$ cat src/design/prtt_pkg.sv
`default_nettype none
package prtt_pkg;

  localparam int TABLE_DEPTH = 32;
  localparam int ID_BITS     = 16;
  localparam int IDX_W       = $clog2(TABLE_DEPTH);
  localparam int CNT_W       = $clog2(TABLE_DEPTH + 1);
  localparam int TIME_W      = 32;
  localparam int AGE_W       = 24;
  localparam int EPOCH_W     = 16;

  localparam logic [AGE_W-1:0] AGE_MAX       = {AGE_W{1'b1}};
  localparam logic [AGE_W-1:0] TIMEOUT_RESET = AGE_W'(1000);

  typedef enum logic [1:0] {
    MODE_TRACK    = 2'd0,
    MODE_COMPLETE = 2'd1,
    MODE_TICK     = 2'd2,
    MODE_CLEAR    = 2'd3
  } mode_t;

  typedef enum logic [1:0] {
    STAT_DONE        = 2'd0,
    STAT_DUPLICATE   = 2'd1,
    STAT_FULL        = 2'd2,
    STAT_NOT_PENDING = 2'd3
  } status_t;

  typedef enum logic [3:0] {
    S_IDLE,
    S_SCAN_RD,
    S_SCAN_CMP,
    S_INS_RD,
    S_INS_CMP,
    S_DEL_RD,
    S_DEL_CMP,
    S_HEAD_RD,
    S_HEAD_CMP,
    S_FINISH
  } fsm_t;

  typedef struct packed {
    mode_t              mode;
    logic [ID_BITS-1:0] request_id;
    logic [TIME_W-1:0]  accepted_time;
  } req_item_t;

  typedef struct packed {
    status_t            status;
    logic [5:0]         pending_count;
    logic               watch_valid;
    logic [ID_BITS-1:0] watch_id;
    logic               expiry_fired;
    logic [EPOCH_W-1:0] epoch;
  } rsp_item_t;

  typedef struct packed {
    logic [ID_BITS-1:0] id;
    logic [TIME_W-1:0]  acc_time;
  } entry_t;

endpackage
`default_nettype wire

$ cat src/design/prtt_ram.sv
`default_nettype none
module prtt_ram #(
  parameter int WIDTH = 8,
  parameter int DEPTH = 32
) (
  input  wire logic                     clk,
  input  wire logic                     we,
  input  wire logic [$clog2(DEPTH)-1:0] waddr,
  input  wire logic [WIDTH-1:0]         wdata,
  input  wire logic [$clog2(DEPTH)-1:0] raddr,
  output logic [WIDTH-1:0]              rdata
);

  logic [WIDTH-1:0] mem [DEPTH];

  // one write port, registered read port
  always_ff @(posedge clk) begin
    if (we) begin
      mem[waddr] <= wdata;
    end
    rdata <= mem[raddr];
  end

endmodule
`default_nettype wire

$ cat src/design/pending_request_timeout_tracker_unit.sv
// sequence: tick and clear go straight to the response; track and complete scan the
//   pending entries (read, then compare), then shift entries, then reload the watch if needed
// flow: one item at a time, a new request is taken only in the idle state; the
//   single entry table RAM is walked one entry at a time (read, then compare/write)
// reset: synchronous, empties the table, clears the watch and epoch, sets timeout to 1000
`default_nettype none
module pending_request_timeout_tracker_unit (
  input  wire logic                       clk,
  input  wire logic                       rst,
  input  wire logic                       req_valid,
  output logic                            req_ready,
  input  wire prtt_pkg::req_item_t        req,
  output logic                            rsp_valid,
  input  wire logic                       rsp_ready,
  output prtt_pkg::rsp_item_t             rsp,
  input  wire logic                       cfg_we,
  input  wire logic [prtt_pkg::AGE_W-1:0] cfg_data
);
  import prtt_pkg::*;

  fsm_t               state, state_next;
  req_item_t          item, item_next;
  logic [CNT_W-1:0]   count, count_next;
  logic [CNT_W-1:0]   idx, idx_next;
  logic               watching, watching_next;
  logic [ID_BITS-1:0] watched_id, watched_id_next;
  logic [AGE_W-1:0]   watch_age, watch_age_next;
  logic [EPOCH_W-1:0] epoch, epoch_next;
  logic               fired_epoch, fired_epoch_next;
  logic [AGE_W-1:0]   timeout, timeout_next;
  status_t            status, status_next;
  logic               fire, fire_next;
  logic               rsp_valid_next;
  rsp_item_t          rsp_next;

  logic               ram_we;
  logic [IDX_W-1:0]   ram_waddr, ram_raddr;
  entry_t             ram_wdata, ram_rdata;

  logic [AGE_W-1:0]   age_inc, limit;
  entry_t             new_entry;

  prtt_ram #(.WIDTH($bits(entry_t)), .DEPTH(TABLE_DEPTH)) u_table (
    .clk   (clk),
    .we    (ram_we),
    .waddr (ram_waddr),
    .wdata (ram_wdata),
    .raddr (ram_raddr),
    .rdata (ram_rdata)
  );

  assign age_inc   = (watch_age == AGE_MAX) ? watch_age : watch_age + 1'b1;
  assign limit     = (timeout == '0) ? AGE_W'(1) : timeout;
  assign new_entry = '{id: item.request_id, acc_time: item.accepted_time};

  // state registers
  always_ff @(posedge clk) begin
    if (rst) begin
      state       <= S_IDLE;
      count       <= '0;
      watching    <= 1'b0;
      watched_id  <= '0;
      watch_age   <= '0;
      epoch       <= '0;
      fired_epoch <= 1'b0;
      timeout     <= TIMEOUT_RESET;
      rsp_valid   <= 1'b0;
    end else begin
      state       <= state_next;
      count       <= count_next;
      watching    <= watching_next;
      watched_id  <= watched_id_next;
      watch_age   <= watch_age_next;
      epoch       <= epoch_next;
      fired_epoch <= fired_epoch_next;
      timeout     <= timeout_next;
      rsp_valid   <= rsp_valid_next;
    end
  end

  // payload registers
  always_ff @(posedge clk) begin
    item   <= item_next;
    idx    <= idx_next;
    status <= status_next;
    fire   <= fire_next;
    rsp    <= rsp_next;
  end

  // sequencer: search, shift and watch reload over the table RAM
  always_comb begin
    state_next       = state;
    item_next        = item;
    count_next       = count;
    idx_next         = idx;
    watching_next    = watching;
    watched_id_next  = watched_id;
    watch_age_next   = watch_age;
    epoch_next       = epoch;
    fired_epoch_next = fired_epoch;
    timeout_next     = timeout;
    status_next      = status;
    fire_next        = fire;
    rsp_next         = rsp;
    rsp_valid_next   = rsp_valid && !rsp_ready;
    req_ready        = 1'b0;
    ram_we           = 1'b0;
    ram_waddr        = '0;
    ram_wdata        = new_entry;
    ram_raddr        = '0;

    case (state)
      S_IDLE: begin
        req_ready = 1'b1;
        if (req_valid) begin
          item_next   = req;
          status_next = STAT_DONE;
          fire_next   = 1'b0;
          idx_next    = '0;
          case (req.mode)
            MODE_TRACK, MODE_COMPLETE: begin
              state_next = S_SCAN_RD;
            end
            MODE_TICK: begin
              if (watching) begin
                watch_age_next = age_inc;
                if (!fired_epoch && age_inc >= limit) begin
                  fired_epoch_next = 1'b1;
                  fire_next        = 1'b1;
                end
              end
              state_next = S_FINISH;
            end
            default: begin
              count_next       = '0;
              epoch_next       = epoch + 1'b1;
              fired_epoch_next = 1'b0;
              watch_age_next   = '0;
              watching_next    = 1'b0;
              watched_id_next  = '0;
              state_next       = S_FINISH;
            end
          endcase
        end
      end
      S_SCAN_RD: begin
        if (idx == count) begin
          if (item.mode == MODE_TRACK) begin
            if (count == CNT_W'(TABLE_DEPTH)) begin
              status_next = STAT_FULL;
              state_next  = S_FINISH;
            end else begin
              state_next = S_INS_RD;
            end
          end else begin
            status_next = STAT_NOT_PENDING;
            state_next  = S_FINISH;
          end
        end else begin
          ram_raddr  = idx[IDX_W-1:0];
          state_next = S_SCAN_CMP;
        end
      end
      S_SCAN_CMP: begin
        if (ram_rdata.id == item.request_id) begin
          if (item.mode == MODE_TRACK) begin
            status_next = STAT_DUPLICATE;
            state_next  = S_FINISH;
          end else begin
            state_next = S_DEL_RD;
          end
        end else begin
          idx_next   = idx + 1'b1;
          state_next = S_SCAN_RD;
        end
      end
      // insertion walks down from the tail, moving later entries up one slot
      S_INS_RD: begin
        if (idx == '0) begin
          ram_we     = 1'b1;
          ram_waddr  = '0;
          count_next = count + 1'b1;
          if (!watching) begin
            epoch_next       = epoch + 1'b1;
            fired_epoch_next = 1'b0;
            watch_age_next   = '0;
            state_next       = S_HEAD_RD;
          end else begin
            state_next = S_FINISH;
          end
        end else begin
          ram_raddr  = IDX_W'(idx - 1'b1);
          state_next = S_INS_CMP;
        end
      end
      S_INS_CMP: begin
        ram_we    = 1'b1;
        ram_waddr = idx[IDX_W-1:0];
        if (ram_rdata.acc_time > item.accepted_time) begin
          ram_wdata  = ram_rdata;
          idx_next   = idx - 1'b1;
          state_next = S_INS_RD;
        end else begin
          count_next = count + 1'b1;
          if (!watching) begin
            epoch_next       = epoch + 1'b1;
            fired_epoch_next = 1'b0;
            watch_age_next   = '0;
            state_next       = S_HEAD_RD;
          end else begin
            state_next = S_FINISH;
          end
        end
      end
      // removal moves later entries down one slot
      S_DEL_RD: begin
        if (CNT_W'(idx + 1'b1) < count) begin
          ram_raddr  = IDX_W'(idx + 1'b1);
          state_next = S_DEL_CMP;
        end else begin
          count_next = count - 1'b1;
          state_next = S_FINISH;
          if (watching && watched_id == item.request_id) begin
            epoch_next       = epoch + 1'b1;
            fired_epoch_next = 1'b0;
            watch_age_next   = '0;
            if (count != CNT_W'(1)) begin
              state_next = S_HEAD_RD;
            end else begin
              watching_next   = 1'b0;
              watched_id_next = '0;
            end
          end
        end
      end
      S_DEL_CMP: begin
        ram_we     = 1'b1;
        ram_waddr  = idx[IDX_W-1:0];
        ram_wdata  = ram_rdata;
        idx_next   = idx + 1'b1;
        state_next = S_DEL_RD;
      end
      // oldest entry sits in slot zero
      S_HEAD_RD: begin
        ram_raddr  = '0;
        state_next = S_HEAD_CMP;
      end
      S_HEAD_CMP: begin
        watched_id_next = ram_rdata.id;
        watching_next   = 1'b1;
        state_next      = S_FINISH;
      end
      S_FINISH: begin
        if (!rsp_valid || rsp_ready) begin
          rsp_next.status        = status;
          rsp_next.pending_count = 6'(count);
          rsp_next.watch_valid   = watching;
          rsp_next.watch_id      = watching ? watched_id : '0;
          rsp_next.expiry_fired  = fire;
          rsp_next.epoch         = epoch;
          rsp_valid_next         = 1'b1;
          state_next             = S_IDLE;
        end
      end
      default: begin
        state_next = S_IDLE;
      end
    endcase

    // timeout write opens a new epoch
    if (cfg_we) begin
      timeout_next     = cfg_data;
      epoch_next       = epoch_next + 1'b1;
      fired_epoch_next = 1'b0;
    end
  end

  a_count_bound: assert property (@(posedge clk) disable iff (rst)
    count <= CNT_W'(TABLE_DEPTH))
    else $error("pending count above table depth");

  a_watch_needs_entry: assert property (@(posedge clk) disable iff (rst)
    (state == S_IDLE && watching) |-> count != '0)
    else $error("watch held with empty table");

  a_fire_has_watch: assert property (@(posedge clk) disable iff (rst)
    (rsp_valid && rsp.expiry_fired) |-> rsp.watch_valid)
    else $error("expiry reported without a watch");

  a_write_states: assert property (@(posedge clk) disable iff (rst)
    ram_we |-> (state == S_INS_RD || state == S_INS_CMP || state == S_DEL_CMP))
    else $error("table written outside insert or remove");

endmodule
`default_nettype wire

$ cat config.mk
export PLATFORM = sky130hd
export DESIGN_NAME = pending_request_timeout_tracker_unit
export DESIGN_NICKNAME = d
export VERILOG_FILES = /design/src/design/prtt_pkg.sv /design/src/design/prtt_ram.sv /design/src/design/pending_request_timeout_tracker_unit.sv
export SDC_FILE = /design/constraint.sdc
export NUM_CORES = 2
export LEC_CHECK = 0
export BUFFER_PORTS_ARGS = -buffer_cell sky130_fd_sc_hd__buf_2
export CAP_MARGIN = 30
export CORE_ASPECT_RATIO = 0.8
export CORE_UTILIZATION = 50
export CTS_CLUSTER_DIAMETER = 100
export DETAILED_ROUTE_END_ITERATION = 10
export PLACE_DENSITY_LB_ADDON = 0.3
export SYNTH_ARGS = -nofsm -noshare
export SYNTH_HDL_FRONTEND = slang
export SYNTH_SLANG_ARGS = --single-unit
export TNS_END_PERCENT = 30
$ cat constraint.sdc
create_clock -name clk -period 13.6 [get_ports clk]
set_clock_uncertainty 0.15 [all_clocks]
set_input_delay 0.68 -clock clk [delete_from_list [all_inputs] [get_ports clk]]
set_output_delay 0.68 -clock clk [all_outputs]
set_load 0.1 [all_outputs]
Word level (Yosys, flattened, before mapping)
Memory sizes are Yosys's and may differ from the RTL's. A register that Yosys moved wholly into a read port is not among the register bits.
Cells that the tools add are included.
W data, S select, Z words.
Operators by class
  add/sub/neg operators: 7
  multipliers: 0
  div/mod/pow operators: 0
  magnitude comparators: 3
  eq/ne operators: 34
  shift-type cells: 0
  mux-type cells: 89
  bitwise gates (word level): 0
  reductions and logical operators: 30
Operators with widths (count)
  $mux W24: 9
  $mux W16: 13
  $pmux W24 S4: 1
  $pmux W48 S2: 1
  $pmux W16 S4: 1
  $mux W4: 14
  $mux W48: 1
  $mux W6: 8
  $pmux W16 S3: 1
  $pmux W24 S2: 1
  $pmux W6 S4: 2
  $pmux W4 S10: 1
  $add A16 B1 Y16 const B: 2
  $eq A16 B16 Y1: 2
  $gt A32 B32 Y1: 1
  $ne A2 B2 Y1 const B: 14
  $add A24 B1 Y24 const B: 1
  $eq A24 B24 Y1 const B: 1
  $ge A24 B24 Y1: 1
  $logic_not A24 Y1: 1
  $mux W1: 20
  $mux W5: 4
  $reduce_and A6 Y1: 3
  $eq A4 B3 Y1 const B: 4
  32 further kinds: 56
Word-level totals
  flip-flop bits (word level): 194
  bits in latches: 0
  bits in writable memories: 1536
  bits in read-only memories: 0
  input bits: 79
  output and inout bits: 44
  word-level logic and storage cells: 185
  memories: 1
Memories
  u_table.mem: depth 32, width 48, rd ports 1, clocked after Yosys merged registers in 1, wr ports 1, line prtt_ram.sv:14  | logic [WIDTH-1:0] mem [DEPTH];

Depth between registers and ports, before layout
  depth in word-level cells: 9
  mapped depth: 22
  depth with buffers taken out: 20

Hierarchy
From an unflattened synthesis, not the netlist that was laid out.
Unflattened totals
  cells, all modules: 4604
  area, all modules: 72280.6 um2
Modules (own cells, without submodules)
  prtt_ram: instances 1, cells an instance 3364, area an instance 60724.5 um2, seq. area each 47085.2 um2
  pending_request_timeout_tracker_unit: instances 1, cells an instance 1240, area an instance 11556.1 um2, seq. area each 4894.7 um2

Worst setup path after synthesis
Ideal clock, no wire load.
  path kind: reg-to-reg
  start: register state[2]
  end: memory u_table.mem[0][0] (netlist bit), enable pin
  library setup time: 0.586 ns
  data arrival time: 5.903 ns
  data required time: 12.864 ns
  setup slack: 6.961 ns
  cell stages (with the launch flop): 4
  path buffers: 1
  period minus slack after synthesis: 6.639 ns
  cell sequence: dfxtp_1 buf_2 or3b_2 o41ai_1
On the way
  cells in the longest elaborated chain, start to end: 5
  elaborated cells between the ends (all ways): 8
  those cells by class: eq/ne (3); mux (4); reduce/logical (1)
RTL lines
  from (decl): line pending_request_timeout_tracker_unit.sv:21  | fsm_t state, state_next;
  from (signal assigned): line pending_request_timeout_tracker_unit.sv:69  | state <= state_next;
  $eq A4 B3 Y1: line pending_request_timeout_tracker_unit.sv:112  | case (state)
  $reduce_or A2 Y1 (no source line)
  $pmux W1 S2: line pending_request_timeout_tracker_unit.sv:112
  $mux W1: line prtt_ram.sv:18  | if (we) begin
  $mux W1 (not written as such): line prtt_ram.sv:19  | mem[waddr] <= wdata;
  to (decl): line prtt_ram.sv:14
Parallel ways exist; a longest one is shown, timed or not.

Worst setup path in the final report
  start: register idx[0]
  end: register u_table.rdata[12] (read register of u_table.mem)
On the way
  cells in the longest elaborated chain, start to end: 4
  elaborated cells between the ends (all ways): 9
  those cells by class: add/sub (2); order compare (1); eq/ne (1); mux (4); reduce/logical (1)
RTL lines
  from (decl): line pending_request_timeout_tracker_unit.sv:24  | logic [CNT_W-1:0] idx, idx_next;
  from (signal assigned): line pending_request_timeout_tracker_unit.sv:84  | idx <= idx_next;
  $add A6 B1 Y6: line pending_request_timeout_tracker_unit.sv:217  | if (CNT_W'(idx + 1'b1) < count) begin
  $lt A6 B6 Y1: line pending_request_timeout_tracker_unit.sv:217
  $mux W5: line pending_request_timeout_tracker_unit.sv:217
  $pmux W5 S3 *: line pending_request_timeout_tracker_unit.sv:112
  to (decl): line prtt_ram.sv:11  | output logic [WIDTH-1:0] rdata
Mark *: on every way between the ends. The rest lies on a longest branch, timed or not.
A chain may end at the register's enable or synchronous reset.

==> summary.txt <==
crit share post-route = 0.502
H-tree Lvls = 4
R2R depth = 18
Area Growth Syn to Fin = 12.0%
main flop type after synthesis = edfxtp_1
Syn Area/Cell = 12.9 µm²
outcome = finished clean
Post-Route Utilization = 0.566
Seq cells post-synth = 1778
Max-Cap Viols = 0
sequential area share after synthesis = 0.706
CP Launch Type = register
HP Class = in2reg
vias in the first global route = 44094
Die Y = 345 µm
post-route minimum period = 6.83 ns
Setup TNS Final = 0 ns
vias = 47639
dpl hpwl = 103000 µm
first-pass GRT wire length = 291000 µm
TritonCTS Buffers = 162
CTS tree = built
DRT Pass-1 Iters = 6
synthesized area = 73700 µm²
worst reg2reg path endpoint = u_table.rdata[12]
Post-Syn Nets = 5858
fraction of layout cells with a size suffix above 1 = 0.0947
Slew @ Worst Pin = 1.13 ns
Post-Synth Simple-Gate Area = 0.126
CP arrival = 7.42 ns
grt total ovfl = 0
Commonest cells post-synth = 1637 x edfxtp_1, 749 x nor2_1, 662 x nand2_1
die span in x = 431 µm
nets@finish = 5938
Core Region = 146000 µm²
Setup crit end = u_table.rdata[12]
full die area = 149000 µm²
M1 GR Usage = 0.392
initial antenna violation count = 2
CP endpoint kind = register
deepest clock path buffer count = 3
CTS Root Cell = clkbuf_16
CP max stage delay = 0.91 ns
met2 track demand over resource = 0.389
Max Fclk = 146 MHz
# rows = 125
slowest CP cell = a221o_4
wirelength, routed = 201000 µm
residual DRC count = 0
post-synthesis adder-cell area fraction = 0.0122
worst r2r src = idx[0]
GRT Total Usage = 0.264
fillcell total = 11625
Synth Area in XOR/XNOR = 0.00975
CP Max Fanout = 175
Synth warnings = 0
crit path from = idx[0]
DP Area = 76500 µm²
WS Path Type = reg2reg
Most Crowded Layer GR = met1
Iter 0 DRT Violations = 6883
power density over the cells = 159 nW/µm²
post-synth cell types = 83
Placer Congestion = 0.880
ANT cells = 0
Synth Area in Compound Gates = 0.0982
Avg WL per Cell = 25.4 µm
post-synthesis cell count = 5707
Final Power = 13.1 mW
R2R Setup Slk = 6.77 ns
CTS sink count = 1778
final hold vios = 0
Post-synth EDFFs = 1637
post-synth top area cell = edfxtp_1
io pins = 123
Initial Util = 0.505
critical path cell sequence = nand2_1 -> inv_1 -> nand2_1 -> xor2_1 -> inv_1 -> ha_1 -> o21a_1 -> o31ai_1 -> a21oi_1 -> nor2_1 -> a221o_4 -> buf_12 -> buf_4 -> mux2i_1 -> a211oi_1 -> a21oi_1 -> a22oi_1 -> and3_1
Design Area, Final = 82500 µm²
worst path required time = 14.18 ns
post-synth top area share = 0.667
Worst VDD drop = 0.000120 V
worst skew pair latency = 0.80 ns
mux share of post-synthesis cell area = 0.0241
I/O Buffers = 122
Clk pin slew, worst setup/hold paths = 0.06 ns
Slew Limit Fails = 0
vias per inst = 6.04
leakage = 27.5 nW
main combinational cell family by area after synthesis = simple AND/OR/NAND/NOR gates
Post CTS Setup Buffer Count = 0
met3 Usage GRT = 0.0583
Area contributors post-synth = edfxtp_1 67%, dfxtp_1 3.8%, nor2_1 3.8%
number of routed nets with antenna violations = 0
share of flip-flops with an asynchronous set or reset = 0
RSZ-0062 raised after global routing = no
Worst slew margin = 0.238
Setup Viol. Count Final = 0
most numerous cell in the Yosys netlist = edfxtp_1
largest net degree at the start of global routing = 188
-- logic make-up after synthesis --
group                      Yosys count
DFF                               1778
AOI/OAI and AO/OA                 1064
xor gates and xnor gates            82
muxes                              171
and+or+nand+nor                   2088
adders and majority gates           72
buffers and inverters              452
-- metrics by stage --
stage               cells  hold slack (ns)  worst slack [ns]
floorplan            5707            0.250              6.96
global placement     7507            0.263              7.07
detailed placement   7516            0.268              6.88
CTS                  7884           0.0165              6.88
global route         7889           0.0261              6.36
finish               7889           0.0566              6.77
-- final cells by class --
class,count,area (µm²),share of cell area
Clock buffer,219,4490,0.0545
Clock inverter,79,676,0.00819
Inverter,82,308,0.00373
Multi-Input combinational cell,3477,20300,0.246
Sequential cell,1778,52000,0.630
Tap cell,1968,2460,0.0298
Timing Repair Buffer,286,2320,0.0281
-- metal layers --
metal	vias up	part of all wire
li1	21329	-
met5	-	0.000050
met2	2395	0.44
met1	23585	0.42
met3	328	0.11
met4	2	0.028
-- cell usage in the layout, fill, tap and decap left out, drive strengths merged, types with 20 or more instances in the layout --
cell type,count
inv,84
a22oi,75
dlygate4sd3,70
nor4,20
clkbuf,219
nand3,239
a21oi,156
a31oi,108
xor2,36
nand4,31
nor3,34
o21ai,146
ha,72
mux2,51
xnor2,46
nand2,662
a211oi,296
and2,222
mux2i,120
buf,216
nor2,749
dfxtp,141
edfxtp,1637
and3,64
clkinv,59
o211ai,202
-- how the worst min path moves through the flow --
stage,endpoint,cells past startpoint,startpoint
after floorplan,rsp[16],0,fire
after global placement,rsp[41],0,status[1]
after detailed placement,rsp[40],0,status[0]
after CTS,item[48],1,req[48]
after global routing,item[19],1,req[19]
final,item[19],1,req[19]
-- worst max-delay path, delay by kind of cell (launching register included) --
| kind | cells | cell delay (ns) |
|---|---|---|
| AOI/OAI and AO/OA | 7 | 1.95 |
| buffers and inverters | 4 | 1.82 |
| and+or+nand+nor | 4 | 1.03 |
| DFF | 1 | 0.66 |
| xor gates and xnor gates | 1 | 0.37 |
| adders and majority gates | 1 | 0.28 |
| muxes | 1 | 0.19 |
-- what timing repair did --
| action | 4_1_cts | 5_1_grt |
|---|---|---|
| gates resized for setup | 0 | 0 |
| hold endpoints to repair | 70 | 0 |
| hold buffers | 70 | 0 |
-- report_power, final --
group          switching, mW  internal (mW)
registers              0.164           6.27
clock network           1.99           2.52
logic                   1.52          0.651
total                   3.67           9.45
-- state kept, by name (all words and copies together), names as in the netlist --
name and flops:
fired_epoch 1, watching 1, watched_id 16, status 2, epoch 16, fire 1
rsp 42, count 6, rsp_valid 1, idx 6, u_table.mem 1536, u_table.rdata 48
timeout 24, watch_age 24, item 50, state 4
No activity file was read; power rests on OpenSTA's default activity.
